<file path="src/tng_pkg.sv">
// Shared types, constants and helper functions for the triangle normal gradient block.
`timescale 1ns / 1ps
package tng_pkg;

  localparam int FRAC_BITS_DEF = 16;
  localparam int LQ_W          = 29;   // floor(sqrt(sum c^2)) < 2^29
  localparam int CMAG_W        = 28;   // normalized cross product magnitude
  localparam int SQ_W          = 60;   // square root work registers
  localparam int DIV_NUM_W     = 128;  // scaled dividend
  localparam int QUO_W         = 31;   // unsaturated quotient bits
  localparam int QDEPTH        = 2;

  localparam logic [31:0] SAT_POS = 32'h7FFF_FFFF;
  localparam logic [31:0] SAT_NEG = 32'h8000_0000;

  typedef enum logic [3:0] {
    F_IDLE, F_EDGE, F_CROSS, F_MAX, F_BLEN, F_NORM,
    F_SQ, F_SQRT, F_AREA, F_NSTART, F_NWAIT, F_PUSH
  } front_state_t;

  typedef enum logic [2:0] {
    B_IDLE, B_PROD, B_TERM, B_DIV, B_WAIT, B_ZERO
  } back_state_t;

  // per-triangle context handed from front to back
  typedef struct packed {
    logic [2:0][2:0][31:0] u;     // u[vertex][axis]
    logic [2:0][31:0]      nrm;
    logic [LQ_W-1:0]       lq;
    logic signed [7:0]     s;
    logic [30:0]           area;
    logic                  degen;
  } tri_ctx_t;

  function automatic logic [31:0] sat_diff(input logic [31:0] a, input logic [31:0] b);
    logic [32:0] d;
    d = {a[31], a} - {b[31], b};
    if (d[32] != d[31]) sat_diff = d[32] ? SAT_NEG : SAT_POS;
    else sat_diff = d[31:0];
  endfunction

  function automatic logic [63:0] mag64(input logic [63:0] x);
    mag64 = x[63] ? (64'd0 - x) : x;
  endfunction

  // mag * 2^sh, right shift when sh is negative
  function automatic logic [DIV_NUM_W-1:0] scale_mag(input logic [63:0] mag,
                                                    input logic signed [7:0] sh);
    logic [DIV_NUM_W-1:0] w;
    logic [7:0] nsh;
    w = DIV_NUM_W'(mag);
    nsh = 8'(-sh);
    if (sh >= 0) w = w << sh[6:0];
    else w = w >> nsh[6:0];
    scale_mag = w;
  endfunction

  // signed, saturated mag * 2^sh (divide by one)
  function automatic logic [31:0] sat_shift(input logic [63:0] mag,
                                            input logic signed [7:0] sh,
                                            input logic neg);
    logic [DIV_NUM_W-1:0] w;
    logic [31:0] v;
    w = scale_mag(mag, sh);
    v = {1'b0, w[30:0]};
    if (|w[DIV_NUM_W-1:31]) sat_shift = neg ? SAT_NEG : SAT_POS;
    else sat_shift = neg ? (32'd0 - v) : v;
  endfunction

endpackage

</file>
<file path="src/tng_queue.sv">
// Short context queue between the triangle front end and the gradient back end.
`timescale 1ns / 1ps
module tng_queue
  import tng_pkg::*;
(
  input  logic     clk,
  input  logic     rst,
  input  logic     push,
  input  logic     pop,
  input  tri_ctx_t din,
  output tri_ctx_t dout,
  output logic     full,
  output logic     empty
);

  localparam int PW = (QDEPTH > 1) ? $clog2(QDEPTH) : 1;

  tri_ctx_t        mem [QDEPTH];
  logic [PW-1:0]   wptr;
  logic [PW-1:0]   rptr;
  logic [PW:0]     cnt;

  assign full  = (cnt == (PW + 1)'(QDEPTH));
  assign empty = (cnt == '0);
  assign dout  = mem[rptr];

  always_ff @(posedge clk) begin
    if (rst) begin
      wptr <= '0;
      rptr <= '0;
      cnt  <= '0;
    end else begin
      if (push) wptr <= (wptr == PW'(QDEPTH - 1)) ? '0 : wptr + 1'b1;
      if (pop)  rptr <= (rptr == PW'(QDEPTH - 1)) ? '0 : rptr + 1'b1;
      case ({push, pop})
        2'b10:   cnt <= cnt + 1'b1;
        2'b01:   cnt <= cnt - 1'b1;
        default: cnt <= cnt;
      endcase
    end
  end

  always_ff @(posedge clk) begin
    if (push) mem[wptr] <= din;
  end

endmodule

</file>
<file path="config.mk">
export PLATFORM = sky130hd
export DESIGN_NAME = tng_queue
export DESIGN_NICKNAME = d
export VERILOG_FILES = /design/src/tng_pkg.sv /design/src/tng_queue.sv
export SDC_FILE = /design/constraint.sdc
export NUM_CORES = 1
export LEC_CHECK = 0
export BUFFER_PORTS_ARGS = -buffer_cell sky130_fd_sc_hd__buf_2
export CORE_AREA = 2 2 355 357
export CTS_CLUSTER_SIZE = 8
export DETAILED_ROUTE_END_ITERATION = 7
export DIE_AREA = 0 0 357 359
export GPL_TIMING_DRIVEN = 0
export PLACE_DENSITY = 0.44
export SLEW_MARGIN = 5
export SYNTH_ARGS = -nofsm -noshare
export SYNTH_HDL_FRONTEND = slang
export SYNTH_SLANG_ARGS = --single-unit
</file>
<file path="constraint.sdc">
create_clock -name clk -period 33.4 [get_ports clk]
set_clock_uncertainty 0.15 [all_clocks]
set_input_delay 6.68 -clock clk [delete_from_list [all_inputs] [get_ports clk]]
set_output_delay 6.68 -clock clk [all_outputs]
set_load 0.05 [all_outputs]
</file>
==> metrics list, run 1 <==
- Run status: complete, no violations
- Finished Layout Cells: 4200
* CTS sink cnt: 911
* Pwr per Cell Area: 69.31 nW/um2
- First-pass GRT wire length: 125800 um
* Parity-gate share of the synthesized area counting xor and xnor cells: 0.001066
* Post-placement worst setup slack: 24.03 ns
- Destination of the worst register-to-register timing path: mem[0][364]
- The die is 359 um tall.
* Cell depth of the worst flop-to-flop path: 6
- The analysis attributes to cell leakage a power of 16.21 nW.
- Iter 0 DRT Violations: 894
- After detailed routing, the average wire length per cell comes to 21.35 um.
- The first detailed-routing pass ran for 4 iterations.
- Fill cell total of the finished layout: 11.97k
- Residual DRC: 0
* Width of the die: 357 um
- Max-Cap Viols: 0
* Clock period minus final worst setup slack: 9.570 ns
* Proportion of register bits with asynchronous set or reset after synthesis: 0
- Total routing resource utilization after global routing: 0.1357
- The number of nets in the synthesized netlist is 1889.
* Total Wirelength: 89680 um
* Worst hold path class: reg -> reg
* Largest family of logic cells by synthesized area: multiplexers
- Dominant cell by count in the synthesized netlist: sky130_fd_sc_hd__edfxtp_1
- Initial antenna violation count: 49
- After synthesis, the share of cell area in mux cells is 0.1551.
- Clock buffer count from CTS: 133
* Combinational power share: 0.160
* Die Outline Area: 128200 um2
* Flip-flop cell with the highest count after synthesis: sky130_fd_sc_hd__edfxtp_1
- The signal on the critical path passes through buf_2 -> buf_6 -> buf_6 -> mux2_1 -> buf_2.
* Hold violation total from the final report: 0
- Summing all multi-input logic gate instances after layout gives 5210 um2.
- Measured on the finished design, the core utilization comes to 0.3516.
- Number of synthesized register bits: 911
- Worst hold start: rptr
- Routability-driven placement congestion ratio: 0.7778
* Post-detailed-placement cell area: 40070 um2
* Yosys top cell by area: sky130_fd_sc_hd__edfxtp_1
- Clock-pin slew was measured on the worst setup and hold paths at 0.05 ns.
- After floorplanning, the core was sized to cover 124600 um2.
- After the last flow step, the layout net total stands at 2960.
- Of the total power, registers draw 0.445.
* Type of origin of the critical path: flip-flop
- Effective utilization at floorplan: 0.2639
- For this run, the number of Yosys warnings is 0.
- Tcrit/Tclk final: 0.2865
- In this run the tool buffered the top-level ports with 911 buffer cells.
- Slack of the critical path: 23.83 ns
- The worst pin sits at a relative slew slack of 0.3725.
- Proportion of synthesized chip area in sequential cells: 0.8305
- Count of different cell masters after synthesis: 16
- Of the total synthesized cell area, the portion taken by AND, OR, NAND and NOR gates is 0.001256.
- The H-tree was split into 4 levels.
- Of the cells placed in the final design, the portion with a size suffix greater than 1 is 0.5616.
- Along the worst path, the maximum fanout reaches 10.
* Worst path required time: 26.57 ns
- For the pin with the worst max-slew slack, the measured transition is 0.9391 ns.
* Worst IR drop on VDD: 0.04642 mV
- EDFF count, synth: 906
* Arrival time reported for the critical path endpoint: 2.74 ns
- Synthesized area: 32880 um2
* Reg-to-reg setup timing slack: 30.57 ns
- The number of hold buffers added after CTS was 0.
- In this run the count of I/O pins placed on the die edge is 912.
- Entering global routing, the biggest net connects 60 pins.
- Based on the critical path, the design can be clocked at up to 0.1045 GHz.
* Share of the synthesized area in compound gates (AO/OA/AOI/OAI): 0.0003044
- Once detailed placement completed, the half-perimeter wirelength came to 66770 um.
- Switching power of the nets: 0.8408 mW
* Sequential cell area: 27310 um2
- Non-Filler Cell Area, Final: 43810 um2
* Unrepaired setup endpoints after global routing: no
- In this run the post-CTS setup repair buffer count came out at 0.
- Resize count post-CTS: 0
- From synthesis to final layout, the design area changed by 33.24%.
- The critical path in this run is classified as reg -> out.
* Kind of end point of the critical path: primary output
- Row Count: 130
- The internal power of the cells totals 2.195 mW.
* Total via count after detailed routing: 17.43k
- TritonCTS clock tree: done
- Of the total synthesized cell area, the portion taken by full adders, half adders and majority gates is 0.0003805.
* Synth area leaders: sky130_fd_sc_hd__edfxtp_1 (83%), sky130_fd_sc_hd__mux2_2 (9.7%), sky130_fd_sc_hd__mux2_1 (5.8%)
* Post-route total power: 3.036 mW
* Via count of the first global-routing pass: 18.92k
* # setup viols final: 0
- The worst register-to-register path begins at wptr.
* Slowest stage delay, CP: 0.47 ns
* Clock share of power: 0.395
- Post-Syn Area per Cell: 22.98 um2
- Post-synthesis cell count: 1431
- In the routed layout, each cell is associated on average with a via count of 4.149.
- The clock passes through at most 3 buffers.
* Number of instances in the placed design: 4017
* CP max-delay cell: sky130_fd_sc_hd__buf_2
- Clock tree synthesis selected as its root buffer the cell sky130_fd_sc_hd__clkbuf_16.
- In this run the remaining antenna-violating nets after routing total 0.
- Instance count along the most critical hold path: 2
- Of the total power, the share spent switching nets is 0.2769.
- For this run the aggregate overflow at the end of global routing stands at 0.
- Final max-slew violation count: 0
* Share of the synthesized area in the top cell type: 0.8275
- The clock reaches the later pin of the worst-skew pair after 0.73 ns.
- Commonest cells in the netlist: sky130_fd_sc_hd__edfxtp_1 (906), sky130_fd_sc_hd__mux2_2 (283), sky130_fd_sc_hd__mux2_1 (170)
-- power by group through the flow --
stage	combinational (mW)	clock [mW]	sequential (mW)
6_report	0.486	1.20	1.35
3_5_place_dp	0.493	0	1.37
5_1_grt	0.510	1.29	1.36
2_1_floorplan	0.335	0	1.41
4_1_cts	0.495	1.24	1.35
3_3_place_gp	0.477	0	1.44
-- per-stage QoR --
step	hold WS, ns	setup TNS [ns]
final	0.3659	0
after CTS	0.3660	0
after global placement	0.3382	-2388.74
after floorplan	0.3108	0
after global routing	0.4066	0
after detailed placement	0.3576	0
-- logic make-up after synthesis --
kind of cell	after synthesis
compound gates	2
xor+xnor	4
fa+ha+maj	1
buf+inv	51
flops	911
mux	453
simple gates	9
-- sequential cells by signal, summed over array words and instances (netlist names), named ones only --
register  flops
mem         906
cnt           2
rptr          1
wptr          1
-- metal layers --
layer,vias to the layer above,global-route usage,part of all wire
met5,-,0,0.0032
met4,48,0.04284,0.024
met3,172,0.07629,0.12
met2,703,0.2432,0.52
met1,8592,0.1299,0.34
li1,7912,-,-
-- placed cells by master (no fill, tap or decap), drive strengths merged --
cell type,n
clkbuf,151
xor2,1
xnor2,3
clkinvlp,1
ha,1
and2,1
buf,986
edfxtp,906
inv,6
dfxtp,5
o21ai,1
nor2,6
a21oi,1
mux2,453
diode,16
or3,1
nor2b,1
clkinv,10
-- how the worst max path moves through the flow --
stage / cells past startpoint / slack, ns / endpoint / from
finish: 5 / 23.83 / dout[407] / flip-flop
global route: 5 / 23.65 / dout[407] / flip-flop
CTS: 5 / 23.60 / dout[407] / flip-flop
detailed placement: 8 / 24.03 / mem[0][328] / push
global placement: 3 / -5.36 / mem[0][328] / push
floorplan: 2 / 6.27 / mem[0][0] / push
-- layout make-up --
cell class / count / area share
flip-flops and latches: 911 / 0.6233
multi-input cells: 469 / 0.1189
repair buffers: 936 / 0.1167
clock buffers: 151 / 0.07897
well taps: 1650 / 0.04713
plain buffers: 50 / 0.008426
clock inverters: 16 / 0.005512
diodes: 16 / 0.0009140
inverters: 1 / 0.00008568
-- worst max-delay path: cells and delay by family (launching register included) --
kind                   cells  cell delay, ns
buffers and inverters      4            1.23
DFF                        1            0.33
muxes                      1            0.43
Note: power is estimated with default switching activity, not from simulation.
==> inputs of run 2 (changes only) <==
--- a/config.mk
+++ b/config.mk
@@ -11,7 +11,7 @@
 export DETAILED_ROUTE_END_ITERATION = 7
 export DIE_AREA = 0 0 357 359
 export GPL_TIMING_DRIVEN = 0
-export PLACE_DENSITY = 0.44
+export PLACE_DENSITY = 0.46
 export SLEW_MARGIN = 5
 export SYNTH_ARGS = -nofsm -noshare
 export SYNTH_HDL_FRONTEND = slang
==> constraint.sdc (replaced) <==
create_clock -name clk -period 8.8 [get_ports clk]
set_clock_uncertainty 0.15 [all_clocks]
set_input_delay 1.76 -clock clk [delete_from_list [all_inputs] [get_ports clk]]
set_output_delay 1.76 -clock clk [all_outputs]
set_load 0.05 [all_outputs]
==> run 2 against run 1 <==
Effect of this change: die area did not move; register-to-register slack got worse by 25 ns; critical path depth decreased by 1; sequential share of layout area shrank 0.057 points; highest routed layer unchanged.
==> metrics list, run 2 (same netlist as run 1, synthesis figures left out) <==
* Library cell used as clock root buffer: sky130_fd_sc_hd__clkbuf_16
* Most frequent cells in the layout: sky130_fd_sc_hd__buf_2 (942), sky130_fd_sc_hd__edfxtp_1 (906), sky130_fd_sc_hd__mux2_2 (283)
- Counting stages on the worst path, the most repeated cell is sky130_fd_sc_hd__buf_2.
* Reg-to-reg setup timing slack: 5.97 ns
- Counting instances, the worst hold path has a depth of 2.
- Post-CTS setup repair buffer count: 0
* Critical Setup Path Class: reg -> out
- VDD sags by at most 0.1765 mV.
- TritonCTS created 132 clock buffers.
- Worst hold start: rptr
- Fraction of layout instances using a drive strength above 1: 0.5614
* Number of instances in the placed design: 4019
* Total via count after detailed routing: 17.43k
* Maximum level of the CTS H-tree: 4
* Effective utilization at floorplan: 0.2639
* Iter 0 DRT Violations: 991
- Detailed Place HPWL: 66640 um
- The core region is 124600 um2.
* Die Outline Area: 128200 um2
* Pwr per Cell Area: 261.9 nW/um2
- After clock tree synthesis, the clock-pin slew on the worst setup and hold paths is 0.05 ns.
* Remaining antenna violation count: 0
- For the pin with the worst max-slew slack, the measured transition is 0.7663 ns.
- Final total negative setup slack: 0 ns
- For this run, the total global-route usage over all layers was measured as 0.1348.
- The analysis attributes to cell leakage a power of 16.22 nW.
* Area growth, synth to finish: 33.36%
- Leaving out fill and tap cells, the most frequent cell in the layout is sky130_fd_sc_hd__buf_2.
- The via count of the first global-routing pass is 19.26k.
- Number of buffers inserted for hold repair after clock tree synthesis: 0
- In this run the tool buffered the top-level ports with 911 buffer cells.
* Ordered list of cells on the worst path: buf_2 -> buf_2 -> mux2_2 -> buf_2
- The floorplan has 130 rows.
- The die is 357 um wide.
* NumNets Final: 2961
- Number of flip-flops in the largest register: 906
- Run status: complete, no violations
- Dividing the final minimum period by the clock period gives 0.5254.
- The startpoint identified for the worst register-to-register timing path is wptr.
- Setup repair after global routing left no endpoint under its margin.
- The final number of max-transition violations was 0.
- The final layout contains routed wiring with a total length of 88650 um.
- Subtracting the final worst setup slack from the clock period gives 4.624 ns.
* # setup viols final: 0
- Clock Path Buffers: 3
- Die Y: 359 um
* 1st-pass router iterations: 4
* Largest registers: mem x906, cnt x2
- Destination of the worst register-to-register timing path: mem[0][271]
* Resize count post-CTS: 0
- The number of hold violations in the final report is 0.
- First-pass GRT wire length: 125500 um
- The number of cells on the worst reg-to-reg path is 7.
- Summed over all layers, the global routing overflow is 0.
- TritonCTS clock tree: done
- CTS saw 911 sinks.
* Arrival time reported for the critical path endpoint: 2.71 ns
- STA classifies the critical path endpoint as a primary output.
- Data on the critical path is required at its endpoint by 6.89 ns.
- Slowest stage delay, CP: 0.50 ns
- During I/O placement, the number of pins put on the boundary was 912.
- Worst hold path class: reg -> reg
* Initial antenna violation count: 39
* Ratio of routed vias to standard cells: 4.155
* Clk_lat worst skew: 0.73 ns
* Max-Cap Viols: 0
- In this run the tightest slew margin relative to its limit is 0.4879.
- Timing would allow up to 0.2163 GHz.
* Type of origin of the critical path: flip-flop
- In this run the worst path has a maximum fanout of 10.
- At the end of routability-driven placement, the weighted congestion stood at 0.7707.
- Entering global routing, the biggest net connects 60 pins.
- For this run, the number of standard cells in the final layout without fillers is 4194.
- More flip-flops sit in one register than any other, and that register is mem.
* CP max-delay cell: sky130_fd_sc_hd__buf_2
- For this run, design rule violations remaining after detail routing come to 0.
- Avg WL per Cell: 21.14 um
==> run 2: power by group <==
group / switching, mW / internal [mW]
clock network: 1.78 / 2.73
logic: 1.35 / 0.495
registers: 0.0501 / 5.08
total: 3.18 / 8.31
==> run 2: critical path, delay by kind of cell, from the launching register on <==
kind | cells | cell delay [ns]
flip-flops | 1 | 0.33
buffers and inverters | 3 | 1.20
multiplexers | 1 | 0.43
==> run 2: routing by layer <==
layer / GRT usage / up-vias / part of all wire
li1: - / 7866 / -
met1: 0.1278 / 8657 / 0.33
met2: 0.2499 / 664 / 0.54
met3: 0.06477 / 186 / 0.10
met4: 0.04581 / 54 / 0.021
met5: 0 / - / 0.0038
==> run 2: worst max path at each step <==
stage / depth (start not counted) / endpoint / start
after floorplan: 2 / mem[0][0] / push
after global placement: 3 / mem[0][317] / push
after detailed placement: 9 / mem[0][270] / push
after CTS: 4 / dout[89] / flip-flop
after global routing: 5 / dout[413] / flip-flop
final: 4 / dout[89] / flip-flop
==> run 2: area by class of cell <==
| class | instances | area (um2) |
|---|---|---|
| plain buffers | 50 | 369.1 |
| fillers | 11900 | 80750 |
| inverters | 1 | 16.27 |
| flip-flops and latches | 911 | 27310 |
| clock buffers | 147 | 3423 |
| repair buffers | 938 | 5182 |
| clock inverters | 15 | 242.7 |
| multi-input cells | 469 | 5210 |
| well taps | 1650 | 2064 |
| diodes | 13 | 32.53 |
==> run 2: stage by stage <==
stage	instance area, um2	hold WS [ns]	util	total power [mW]	setup WS (ns)
final	43850	0.3671	0.3519	11.48	4.176
after global routing	43830	0.3808	0.3518	11.92	3.993
after CTS	43810	0.3689	0.3517	11.69	3.950
after detailed placement	40150	0.3562	0.3222	7.087	4.252
after global placement	39520	0.3300	0.3172	7.105	-4.192
after floorplan	32900	0.3108	-	6.529	-0.2311
